==> src/hdl/bvf_pkg.sv <==
// ----------------------------------------------------------------------------
// bvf_pkg
// Shared widths, constants and unit request and response types of the battery
// voltage filter.
// ----------------------------------------------------------------------------
package bvf_pkg;

   localparam int CODE_W      = 12;
   localparam int MV_W        = 16;
   localparam int CNT_OUT_W   = 5;
   localparam int Q8_W        = 24;
   localparam int CSR_INDEX_W = 4;
   localparam int CSR_DATA_W  = 16;

   localparam int DIV_W   = 24;
   localparam int DVSR_W  = 12;
   localparam int MUL_A_W = 28;
   localparam int MUL_B_W = 16;
   localparam int MUL_P_W = MUL_A_W + MUL_B_W;

   localparam logic [DVSR_W-1:0] CODE_FULL = 12'd4095;
   localparam logic [Q8_W-1:0]   SAT_Q8    = 24'hFFFF00;

   localparam logic [CSR_INDEX_W-1:0] CSR_FULL_SCALE = 4'd0;
   localparam logic [CSR_INDEX_W-1:0] CSR_DIVIDER    = 4'd1;
   localparam logic [CSR_INDEX_W-1:0] CSR_TRIM       = 4'd2;
   localparam logic [CSR_INDEX_W-1:0] CSR_SMOOTHING  = 4'd3;

   localparam logic [CODE_W-1:0]     RST_FULL_SCALE = 12'd3100;
   localparam logic [CSR_DATA_W-1:0] RST_DIVIDER    = 16'd4096;
   localparam logic [CSR_DATA_W-1:0] RST_TRIM       = 16'd16384;
   localparam logic [CSR_DATA_W-1:0] RST_SMOOTHING  = 16'd13107;

   typedef struct packed {
      logic              start;
      logic [DIV_W-1:0]  dividend;
      logic [DVSR_W-1:0] divisor;
   } div_req_type;

   typedef struct packed {
      logic             done;
      logic [DIV_W-1:0] quotient;
   } div_rsp_type;

   typedef struct packed {
      logic               en;
      logic [MUL_A_W-1:0] a;
      logic [MUL_B_W-1:0] b;
   } mul_req_type;

endpackage

==> src/hdl/bvf_div.sv <==
// ----------------------------------------------------------------------------
// bvf_div
// Restoring divider, one quotient bit per cycle, pulses done when the
// quotient is ready.
// ----------------------------------------------------------------------------
module bvf_div (
   input  logic                 clock,
   input  logic                 reset,
   input  bvf_pkg::div_req_type req,
   output bvf_pkg::div_rsp_type rsp
);
   import bvf_pkg::*;

   localparam int CNT_W = $clog2(DIV_W + 1);

   logic [DIV_W-1:0]  quo_ff, quo_in;
   logic [DVSR_W-1:0] rem_ff, rem_in;
   logic [DVSR_W-1:0] dvsr_ff, dvsr_in;
   logic [CNT_W-1:0]  cnt_ff, cnt_in;
   logic              busy_ff, busy_in;
   logic              done_ff, done_in;
   logic [DVSR_W:0]   trial;
   logic [DVSR_W:0]   trial_sub;
   logic              fits;

   always_comb begin
      trial     = {rem_ff, quo_ff[DIV_W-1]};
      fits      = trial >= {1'b0, dvsr_ff};
      trial_sub = trial - {1'b0, dvsr_ff};
      quo_in    = quo_ff;
      rem_in    = rem_ff;
      dvsr_in   = dvsr_ff;
      cnt_in    = cnt_ff;
      busy_in   = busy_ff;
      done_in   = 1'b0;
      if (req.start) begin
         quo_in  = req.dividend;
         rem_in  = '0;
         dvsr_in = req.divisor;
         cnt_in  = CNT_W'(DIV_W);
         busy_in = 1'b1;
      end else if (busy_ff) begin
         rem_in = fits ? trial_sub[DVSR_W-1:0] : trial[DVSR_W-1:0];
         quo_in = {quo_ff[DIV_W-2:0], fits};
         cnt_in = cnt_ff - CNT_W'(1);
         if (cnt_ff == CNT_W'(1)) begin
            busy_in = 1'b0;
            done_in = 1'b1;
         end
      end
   end

   always_ff @(posedge clock) begin
      quo_ff  <= quo_in;
      rem_ff  <= rem_in;
      dvsr_ff <= dvsr_in;
      cnt_ff  <= cnt_in;
      if (reset) begin
         busy_ff <= 1'b0;
         done_ff <= 1'b0;
      end else begin
         busy_ff <= busy_in;
         done_ff <= done_in;
      end
   end

   assign rsp.done     = done_ff;
   assign rsp.quotient = quo_ff;

endmodule

==> src/hdl/bvf_mul.sv <==
// ----------------------------------------------------------------------------
// bvf_mul
// Shared unsigned multiplier with a registered product, loaded on enable.
// ----------------------------------------------------------------------------
module bvf_mul (
   input  logic                          clock,
   input  bvf_pkg::mul_req_type          req,
   output logic [bvf_pkg::MUL_P_W-1:0]   product
);
   import bvf_pkg::*;

   logic [MUL_P_W-1:0] prod_ff;

   always_ff @(posedge clock) begin
      if (req.en) begin
         prod_ff <= MUL_P_W'(req.a) * MUL_P_W'(req.b);
      end
   end

   assign product = prod_ff;

endmodule

==> src/hdl/battery_voltage_filter_top.sv <==
// ----------------------------------------------------------------------------
// battery_voltage_filter_top
// Burst mean of converter reads, scaling to millivolts and exponential
// smoothing.
// ----------------------------------------------------------------------------
// Reads are accepted while the block is idle. After the last read of a burst that
// had at least one good read, req_tready stays low while one divider and one
// shared multiplier run the sequence: the 24-bit restoring divider forms the
// mean, and the division by 4095 is a shift-add estimate with one correction
// step. A burst without good reads gives no result and the block stays idle.
// The result waits in an output register; if it is still not taken when the
// next burst finishes, the block holds until it is.
module battery_voltage_filter_top #(
   parameter int READS_PER_BURST = 16
) (
   input  logic        clock,
   input  logic        reset,
   input  logic        req_tvalid,
   output logic        req_tready,
   input  logic [15:0] req_tdata,   // raw_code [11:0]
   input  logic [0:0]  req_tuser,   // read_good [0]
   output logic        rsp_tvalid,
   input  logic        rsp_tready,
   output logic [39:0] rsp_tdata,   // filtered_mv [15:0], burst_mv [31:16], good_reads [36:32]
   input  logic        csr_valid,
   output logic        csr_ready,
   input  logic [bvf_pkg::CSR_INDEX_W-1:0] csr_index,
   input  logic [bvf_pkg::CSR_DATA_W-1:0]  csr_data
);
   import bvf_pkg::*;

   localparam int POS_W       = $clog2(READS_PER_BURST + 1);
   localparam int CNT_W       = $clog2(READS_PER_BURST + 1);
   localparam int SUM_W       = CODE_W + $clog2(READS_PER_BURST + 1);
   localparam int SCALE_SHIFT = 18;
   localparam int ALPHA_SHIFT = 16;
   localparam int SCALED_W    = MUL_P_W - SCALE_SHIFT;
   localparam int RSP_W       = 40;
   localparam int RSP_PAD     = RSP_W - 2 * MV_W - CNT_OUT_W;

   typedef enum logic [3:0] {
      S_IDLE,
      S_DIV_MEAN,
      S_WAIT_MEAN,
      S_MUL_FS,
      S_EST_MV,
      S_FIX_MV,
      S_MUL_DIV,
      S_MUL_TRIM,
      S_SAT,
      S_MUL_ALPHA,
      S_FILT
   } state_type;

   state_type state_ff, state_in;

   logic [CODE_W-1:0]     fs_ff, fs_in;
   logic [CSR_DATA_W-1:0] div_ff, div_in;
   logic [CSR_DATA_W-1:0] trim_ff, trim_in;
   logic [CSR_DATA_W-1:0] alpha_ff, alpha_in;

   logic [SUM_W-1:0]  sum_ff, sum_in;
   logic [CNT_W-1:0]  cnt_ff, cnt_in;
   logic [POS_W-1:0]  pos_ff, pos_in;
   logic [Q8_W-1:0]   smooth_ff, smooth_in;
   logic              rsp_valid_ff, rsp_valid_in;

   logic [SUM_W-1:0]  bsum_ff, bsum_in;
   logic [CNT_W-1:0]  bcnt_ff, bcnt_in;
   logic [CODE_W-1:0] mean_ff, mean_in;
   logic [CODE_W-1:0] mv_ff, mv_in;
   logic [Q8_W-1:0]   v_ff, v_in;
   logic [RSP_W-1:0]  rsp_data_ff, rsp_data_in;

   logic [CODE_W-1:0]   raw;
   logic                good;
   logic                req_fire;
   logic                burst_last;
   logic [SUM_W-1:0]    sum_next;
   logic [CNT_W-1:0]    cnt_next;
   logic                out_free;
   logic [DIV_W-1:0]    mv_est_sum;
   logic [DIV_W-1:0]    mv_rem;
   logic                mv_fix;
   logic [SCALED_W-1:0] scaled;
   logic                v_ge;
   logic [Q8_W-1:0]     diff;
   logic [Q8_W-1:0]     step;
   logic [Q8_W-1:0]     filt_next;

   div_req_type          div_req;
   div_rsp_type          div_rsp;
   mul_req_type          mul_req;
   logic [MUL_P_W-1:0]   product;

   bvf_div u_div (
      .clock (clock),
      .reset (reset),
      .req   (div_req),
      .rsp   (div_rsp)
   );

   bvf_mul u_mul (
      .clock   (clock),
      .req     (mul_req),
      .product (product)
   );

   assign raw        = req_tdata[CODE_W-1:0];
   assign good       = req_tuser[0];
   assign req_tready = (state_ff == S_IDLE);
   assign req_fire   = req_tvalid && req_tready;
   assign csr_ready  = 1'b1;
   assign rsp_tvalid = rsp_valid_ff;
   assign rsp_tdata  = rsp_data_ff;

   always_comb begin
      sum_next   = sum_ff + (good ? SUM_W'(raw) : SUM_W'(0));
      cnt_next   = cnt_ff + CNT_W'(good);
      burst_last = (pos_ff == POS_W'(READS_PER_BURST - 1));
      out_free   = !rsp_valid_ff || rsp_tready;
      // x/4095 estimate (x + x/4096)/4096, low by at most one
      mv_est_sum = product[DIV_W-1:0] + DIV_W'(product[DIV_W-1:CODE_W]);
      mv_rem     = product[DIV_W-1:0] - {mv_ff, CODE_W'(0)} + DIV_W'(mv_ff);
      mv_fix     = mv_rem >= DIV_W'(CODE_FULL);
      scaled     = product[MUL_P_W-1:SCALE_SHIFT];
      v_ge       = v_ff >= smooth_ff;
      diff       = v_ge ? (v_ff - smooth_ff) : (smooth_ff - v_ff);
      step       = product[ALPHA_SHIFT +: Q8_W];
      if (smooth_ff == '0) begin
         filt_next = v_ff;
      end else if (v_ge) begin
         filt_next = smooth_ff + step;
      end else begin
         filt_next = smooth_ff - step;
      end
   end

   always_comb begin
      state_in     = state_ff;
      fs_in        = fs_ff;
      div_in       = div_ff;
      trim_in      = trim_ff;
      alpha_in     = alpha_ff;
      sum_in       = sum_ff;
      cnt_in       = cnt_ff;
      pos_in       = pos_ff;
      smooth_in    = smooth_ff;
      rsp_valid_in = rsp_valid_ff;
      bsum_in      = bsum_ff;
      bcnt_in      = bcnt_ff;
      mean_in      = mean_ff;
      mv_in        = mv_ff;
      v_in         = v_ff;
      rsp_data_in  = rsp_data_ff;
      div_req      = '0;
      mul_req      = '0;

      if (csr_valid && csr_ready) begin
         unique case (csr_index)
            CSR_FULL_SCALE: fs_in    = csr_data[CODE_W-1:0];
            CSR_DIVIDER:    div_in   = csr_data;
            CSR_TRIM:       trim_in  = csr_data;
            CSR_SMOOTHING:  alpha_in = csr_data;
            default: ;
         endcase
      end

      if (rsp_valid_ff && rsp_tready) begin
         rsp_valid_in = 1'b0;
      end

      unique case (state_ff)
         S_IDLE: begin
            if (req_fire) begin
               if (burst_last) begin
                  sum_in  = '0;
                  cnt_in  = '0;
                  pos_in  = '0;
                  bsum_in = sum_next;
                  bcnt_in = cnt_next;
                  if (cnt_next != '0) begin
                     state_in = S_DIV_MEAN;
                  end
               end else begin
                  sum_in = sum_next;
                  cnt_in = cnt_next;
                  pos_in = pos_ff + POS_W'(1);
               end
            end
         end
         S_DIV_MEAN: begin
            div_req.start    = 1'b1;
            div_req.dividend = DIV_W'(bsum_ff);
            div_req.divisor  = DVSR_W'(bcnt_ff);
            state_in         = S_WAIT_MEAN;
         end
         S_WAIT_MEAN: begin
            if (div_rsp.done) begin
               mean_in  = div_rsp.quotient[CODE_W-1:0];
               state_in = S_MUL_FS;
            end
         end
         S_MUL_FS: begin
            mul_req.en = 1'b1;
            mul_req.a  = MUL_A_W'(mean_ff);
            mul_req.b  = MUL_B_W'(fs_ff);
            state_in   = S_EST_MV;
         end
         S_EST_MV: begin
            mv_in    = mv_est_sum[DIV_W-1:CODE_W];
            state_in = S_FIX_MV;
         end
         S_FIX_MV: begin
            mv_in    = mv_ff + CODE_W'(mv_fix);
            state_in = S_MUL_DIV;
         end
         S_MUL_DIV: begin
            mul_req.en = 1'b1;
            mul_req.a  = MUL_A_W'(mv_ff);
            mul_req.b  = div_ff;
            state_in   = S_MUL_TRIM;
         end
         S_MUL_TRIM: begin
            mul_req.en = 1'b1;
            mul_req.a  = product[MUL_A_W-1:0];
            mul_req.b  = trim_ff;
            state_in   = S_SAT;
         end
         S_SAT: begin
            v_in     = (scaled > SCALED_W'(SAT_Q8)) ? SAT_Q8 : scaled[Q8_W-1:0];
            state_in = S_MUL_ALPHA;
         end
         S_MUL_ALPHA: begin
            mul_req.en = 1'b1;
            mul_req.a  = MUL_A_W'(diff);
            mul_req.b  = alpha_ff;
            state_in   = S_FILT;
         end
         S_FILT: begin
            if (out_free) begin
               smooth_in    = filt_next;
               rsp_valid_in = 1'b1;
               rsp_data_in  = {RSP_PAD'(0), CNT_OUT_W'(bcnt_ff),
                               v_ff[Q8_W-1:Q8_W-MV_W], filt_next[Q8_W-1:Q8_W-MV_W]};
               state_in     = S_IDLE;
            end
         end
         default: state_in = S_IDLE;
      endcase
   end

   always_ff @(posedge clock) begin
      bsum_ff     <= bsum_in;
      bcnt_ff     <= bcnt_in;
      mean_ff     <= mean_in;
      mv_ff       <= mv_in;
      v_ff        <= v_in;
      rsp_data_ff <= rsp_data_in;
      if (reset) begin
         state_ff     <= S_IDLE;
         fs_ff        <= RST_FULL_SCALE;
         div_ff       <= RST_DIVIDER;
         trim_ff      <= RST_TRIM;
         alpha_ff     <= RST_SMOOTHING;
         sum_ff       <= '0;
         cnt_ff       <= '0;
         pos_ff       <= '0;
         smooth_ff    <= '0;
         rsp_valid_ff <= 1'b0;
      end else begin
         state_ff     <= state_in;
         fs_ff        <= fs_in;
         div_ff       <= div_in;
         trim_ff      <= trim_in;
         alpha_ff     <= alpha_in;
         sum_ff       <= sum_in;
         cnt_ff       <= cnt_in;
         pos_ff       <= pos_in;
         smooth_ff    <= smooth_in;
         rsp_valid_ff <= rsp_valid_in;
      end
   end

endmodule

==> config.mk <==
export PLATFORM = sky130hd
export DESIGN_NAME = battery_voltage_filter_top
export DESIGN_NICKNAME = d
export VERILOG_FILES = /design/src/hdl/bvf_pkg.sv /design/src/hdl/bvf_div.sv /design/src/hdl/bvf_mul.sv /design/src/hdl/battery_voltage_filter_top.sv
export SDC_FILE = /design/constraint.sdc
export NUM_CORES = 2
export LEC_CHECK = 0
export ABC_CLOCK_PERIOD_IN_PS = 11000
export BUFFER_PORTS_ARGS = -buffer_cell sky130_fd_sc_hd__buf_2
export CAP_MARGIN = 20
export CELL_PAD_IN_SITES_DETAIL_PLACEMENT = 1
export CELL_PAD_IN_SITES_GLOBAL_PLACEMENT = 1
export CORE_UTILIZATION = 40
export DETAILED_ROUTE_END_ITERATION = 6
export GPL_ROUTABILITY_DRIVEN = 1
export PLACE_DENSITY_LB_ADDON = 0.15
export SLEW_MARGIN = 20
export SYNTH_ARGS = -nofsm -noshare
export SYNTH_HDL_FRONTEND = slang
export SYNTH_SLANG_ARGS = --single-unit
==> constraint.sdc <==
create_clock -name clock -period 11 [get_ports clock]
set_input_delay 1.1 -clock clock [delete_from_list [all_inputs] [get_ports clock]]
set_output_delay 1.1 -clock clock [all_outputs]
set_load 0.01 [all_outputs]
==> metrics.txt <==
synth cell count leaders 632 x nand2_1, 554 x inv_1, 367 x fa_1; initial DRC count about 1400; post-synth top area cell fa_1; Reg area between 0.008 and 0.009 sq mm; Final WS setup approximately 0.56 ns; setup repair bufs after CTS 0; routed wire length roughly 110 mm; Yosys cell types 88; CTS H-tree lvls 2; DR vias/cell between 5 and 6; Post-synth EDFFs 180; met1 Use GR 0.362; Core Area 0.0824 sq mm; Root Driver clkbuf_16; CTS tree built; final setup violation count 0; total leakage power 16.4 nW; Non-Filler Instances 4948; grt total ovfl 0; Initial Util 0.405; Fin. Hold Viols 0; layout cells sized above 1 0.0725; Net Sw Power 0.000689 W; Num CTS Buffers slightly above 40; Reg2Reg Setup Slack ~0.56 ns; period utilization 0.949; Final min period 10.44 ns; met3 Usage GRT 0.0269; Tot Pwr roughly 0.0028 W; WP data required ~11 ns; pin count of the biggest net entering global routing slightly below 60; routability cong. 0.906; Seq pwr share 0.467; internal power ~0.0021 W; Gate power share 0.070; Worst Tran Pin Value 1.18 ns; Layout fillers 9706; Worst EP arrival 10.75 ns; crit start category flop; fraction of registers with async set or reset after synthesis 0; io pins 85; FP Rows 105; switching part of the total power 0.245; cell count after synthesis roughly 3800; FMAX 0.0958 GHz; setup TNS 0 ns; clk sink count between 300 and 400; worst-path fanout max 21; Max clock buf depth 3; pwr/cell area between 70 and 80 mW/mm^2; Port Buf Inserts 76; cells resized by post-CTS repair 0; area of the multi-input gates roughly 0.023 sq mm; initial antenna violation count 7; largest cells by area after synthesis fa_1 22%, edfxtp_1 16%, ha_1 10%; clock skew 0.0348 ns; DP Cell Count just under 5000; met2 GRT Util 0.447; synthesized area per cell ~8.8 sq um; Ys Warns 0; vias in the first global route between 20000 and 30000; slowest stage delay, CP 0.58 ns; GR peak layer met2; Detailed Routing Iterations Pass 1 5; GR Util All Layers 0.268; Crit. End Element flop; ANT nets after route 0; min-delay worst type flop to flop; first-pass GRT wire length 174 mm; clk_lat worst skew 0.58 ns; DR WL/cell roughly 23 um; final core occ 0.442; fin nets between 4000 and 5000; DIE WIDTH 291 um; Chip Height about 290 um; most common flop cell mapped by yosys edfxtp_1; max-cap violations 0; Residual DRC 0; post-synth top area share 0.220; clk slew on worst S/H paths roughly 0.060 ns; slew margin rel. 0.209; Seq/Total Area, Yosys 0.243; Post-CTS Hold Buffers 0; maximum VDD drop between 0.09 and 0.1 mV; slowest CP cell fa_1; Slew Viols, Final 0; Post-Syn Area 0.0334 sq mm; P&R area growth vs syn 9.20%; critical path class flop to flop; RSZ-0062 raised after global routing no; Die Area between 0.08 and 0.09 sq mm; DP HPWL 88.6 mm; DR vias ~27000; count leader, synth nand2_1; FF+latch count, synth ~320; status complete, no violations; crit-path most repeated cell fa_1; Clock power frac 0.463; DP Worst Slack a little under 0.6 ns
[through the flow]
step	hold WS [ns]	cell area, sq um
floorplan	0.417	33400
global placement	0.423	35100
detailed placement	0.442	35100
CTS	0.452	36400
global route	0.460	36400
finish	0.450	36400
[cells in the final DEF (no fill, tap or decap), drive strengths merged, types with 33 or more instances in the layout]
cell type / instances
ha: 268
and2: 102
xor2: 50
a21o: 66
inv: 556
buf: 164
edfxtp: 180
nor3: 38
a211oi: 35
nand2b: 33
a21oi: 192
nor2: 248
o21ai: 126
nand2: 633
dfxtp: 135
fa: 367
xnor2: 108
nand3: 70
a22oi: 40
clkbuf: 61
[worst paths after layout]
check,startpoint,end,cells past startpoint
setup reg to reg,smooth_ff[11]$_SDFFE_PP0P_,u_mul.product[42]$_DFFE_PN_,35
hold reg to reg,alpha_ff[15]$_SDFFE_PP0P_,alpha_ff[15]$_SDFFE_PP0P_,2
hold / removal,alpha_ff[15]$_SDFFE_PP0P_,alpha_ff[15]$_SDFFE_PP0P_,2
setup / recovery,smooth_ff[11]$_SDFFE_PP0P_,u_mul.product[42]$_DFFE_PN_,35
[cell families after synthesis]
| family | count (synthesis) | synth area share |
|---|---|---|
| other | 2 | 0.000225 |
| AND/OR/NAND/NOR | 1285 | 0.173 |
| buffers and inverters | 727 | 0.0836 |
| AO/OA/AOI/OAI | 667 | 0.132 |
| flip-flops | 315 | 0.243 |
| XOR/XNOR | 158 | 0.0417 |
| multiplexers | 19 | 0.00589 |
| adder cells (fa/ha/maj) | 635 | 0.321 |
[power by group through the flow]
stage          registers [W]  logic (W)  clock network, W
2_1_floorplan        0.00133   0.000153                 0
3_3_place_gp         0.00134   0.000193                 0
3_5_place_dp         0.00134   0.000198                 0
4_1_cts              0.00131   0.000199           0.00134
5_1_grt              0.00132   0.000228           0.00137
6_report             0.00131   0.000198           0.00130
[critical path, delay by kind of cell (launching register included)]
| family | cells | cell delay (ns) |
|---|---|---|
| AO/OA/AOI/OAI | 14 | 4.10 |
| XOR/XNOR | 2 | 0.35 |
| adder cells (fa/ha/maj) | 8 | 3.74 |
| buffers and inverters | 7 | 1.01 |
| flip-flops | 1 | 0.46 |
| AND/OR/NAND/NOR | 4 | 0.50 |
[cell type report]
class / instances / area share
multi-input combinational: 2768 / 0.619
sequential: 315 / 0.222
inverter: 554 / 0.0571
tap: 1070 / 0.0367
clock buffer: 61 / 0.0319
timing repair buffer: 164 / 0.0288
clock inverter: 15 / 0.00367
antenna: 1 / 0.0000687
[registers in the layout, summed over array words and instances, names as in the netlist, 16 cells and up]
signal and count:
alpha_ff 16, bsum_ff 17, div_ff 16, rsp_tdata 37, smooth_ff 24, sum_ff 17, trim_ff 16, u_div.quo_ff 24
u_mul.product 44, v_ff 24
[layer usage]
layer  share of wire  wire length (um)
met1            0.46             51100
met2            0.47             52500
met3           0.039              4420
met5               0                 0
met4           0.037              4140
Power figures use the tool's default switching activity.
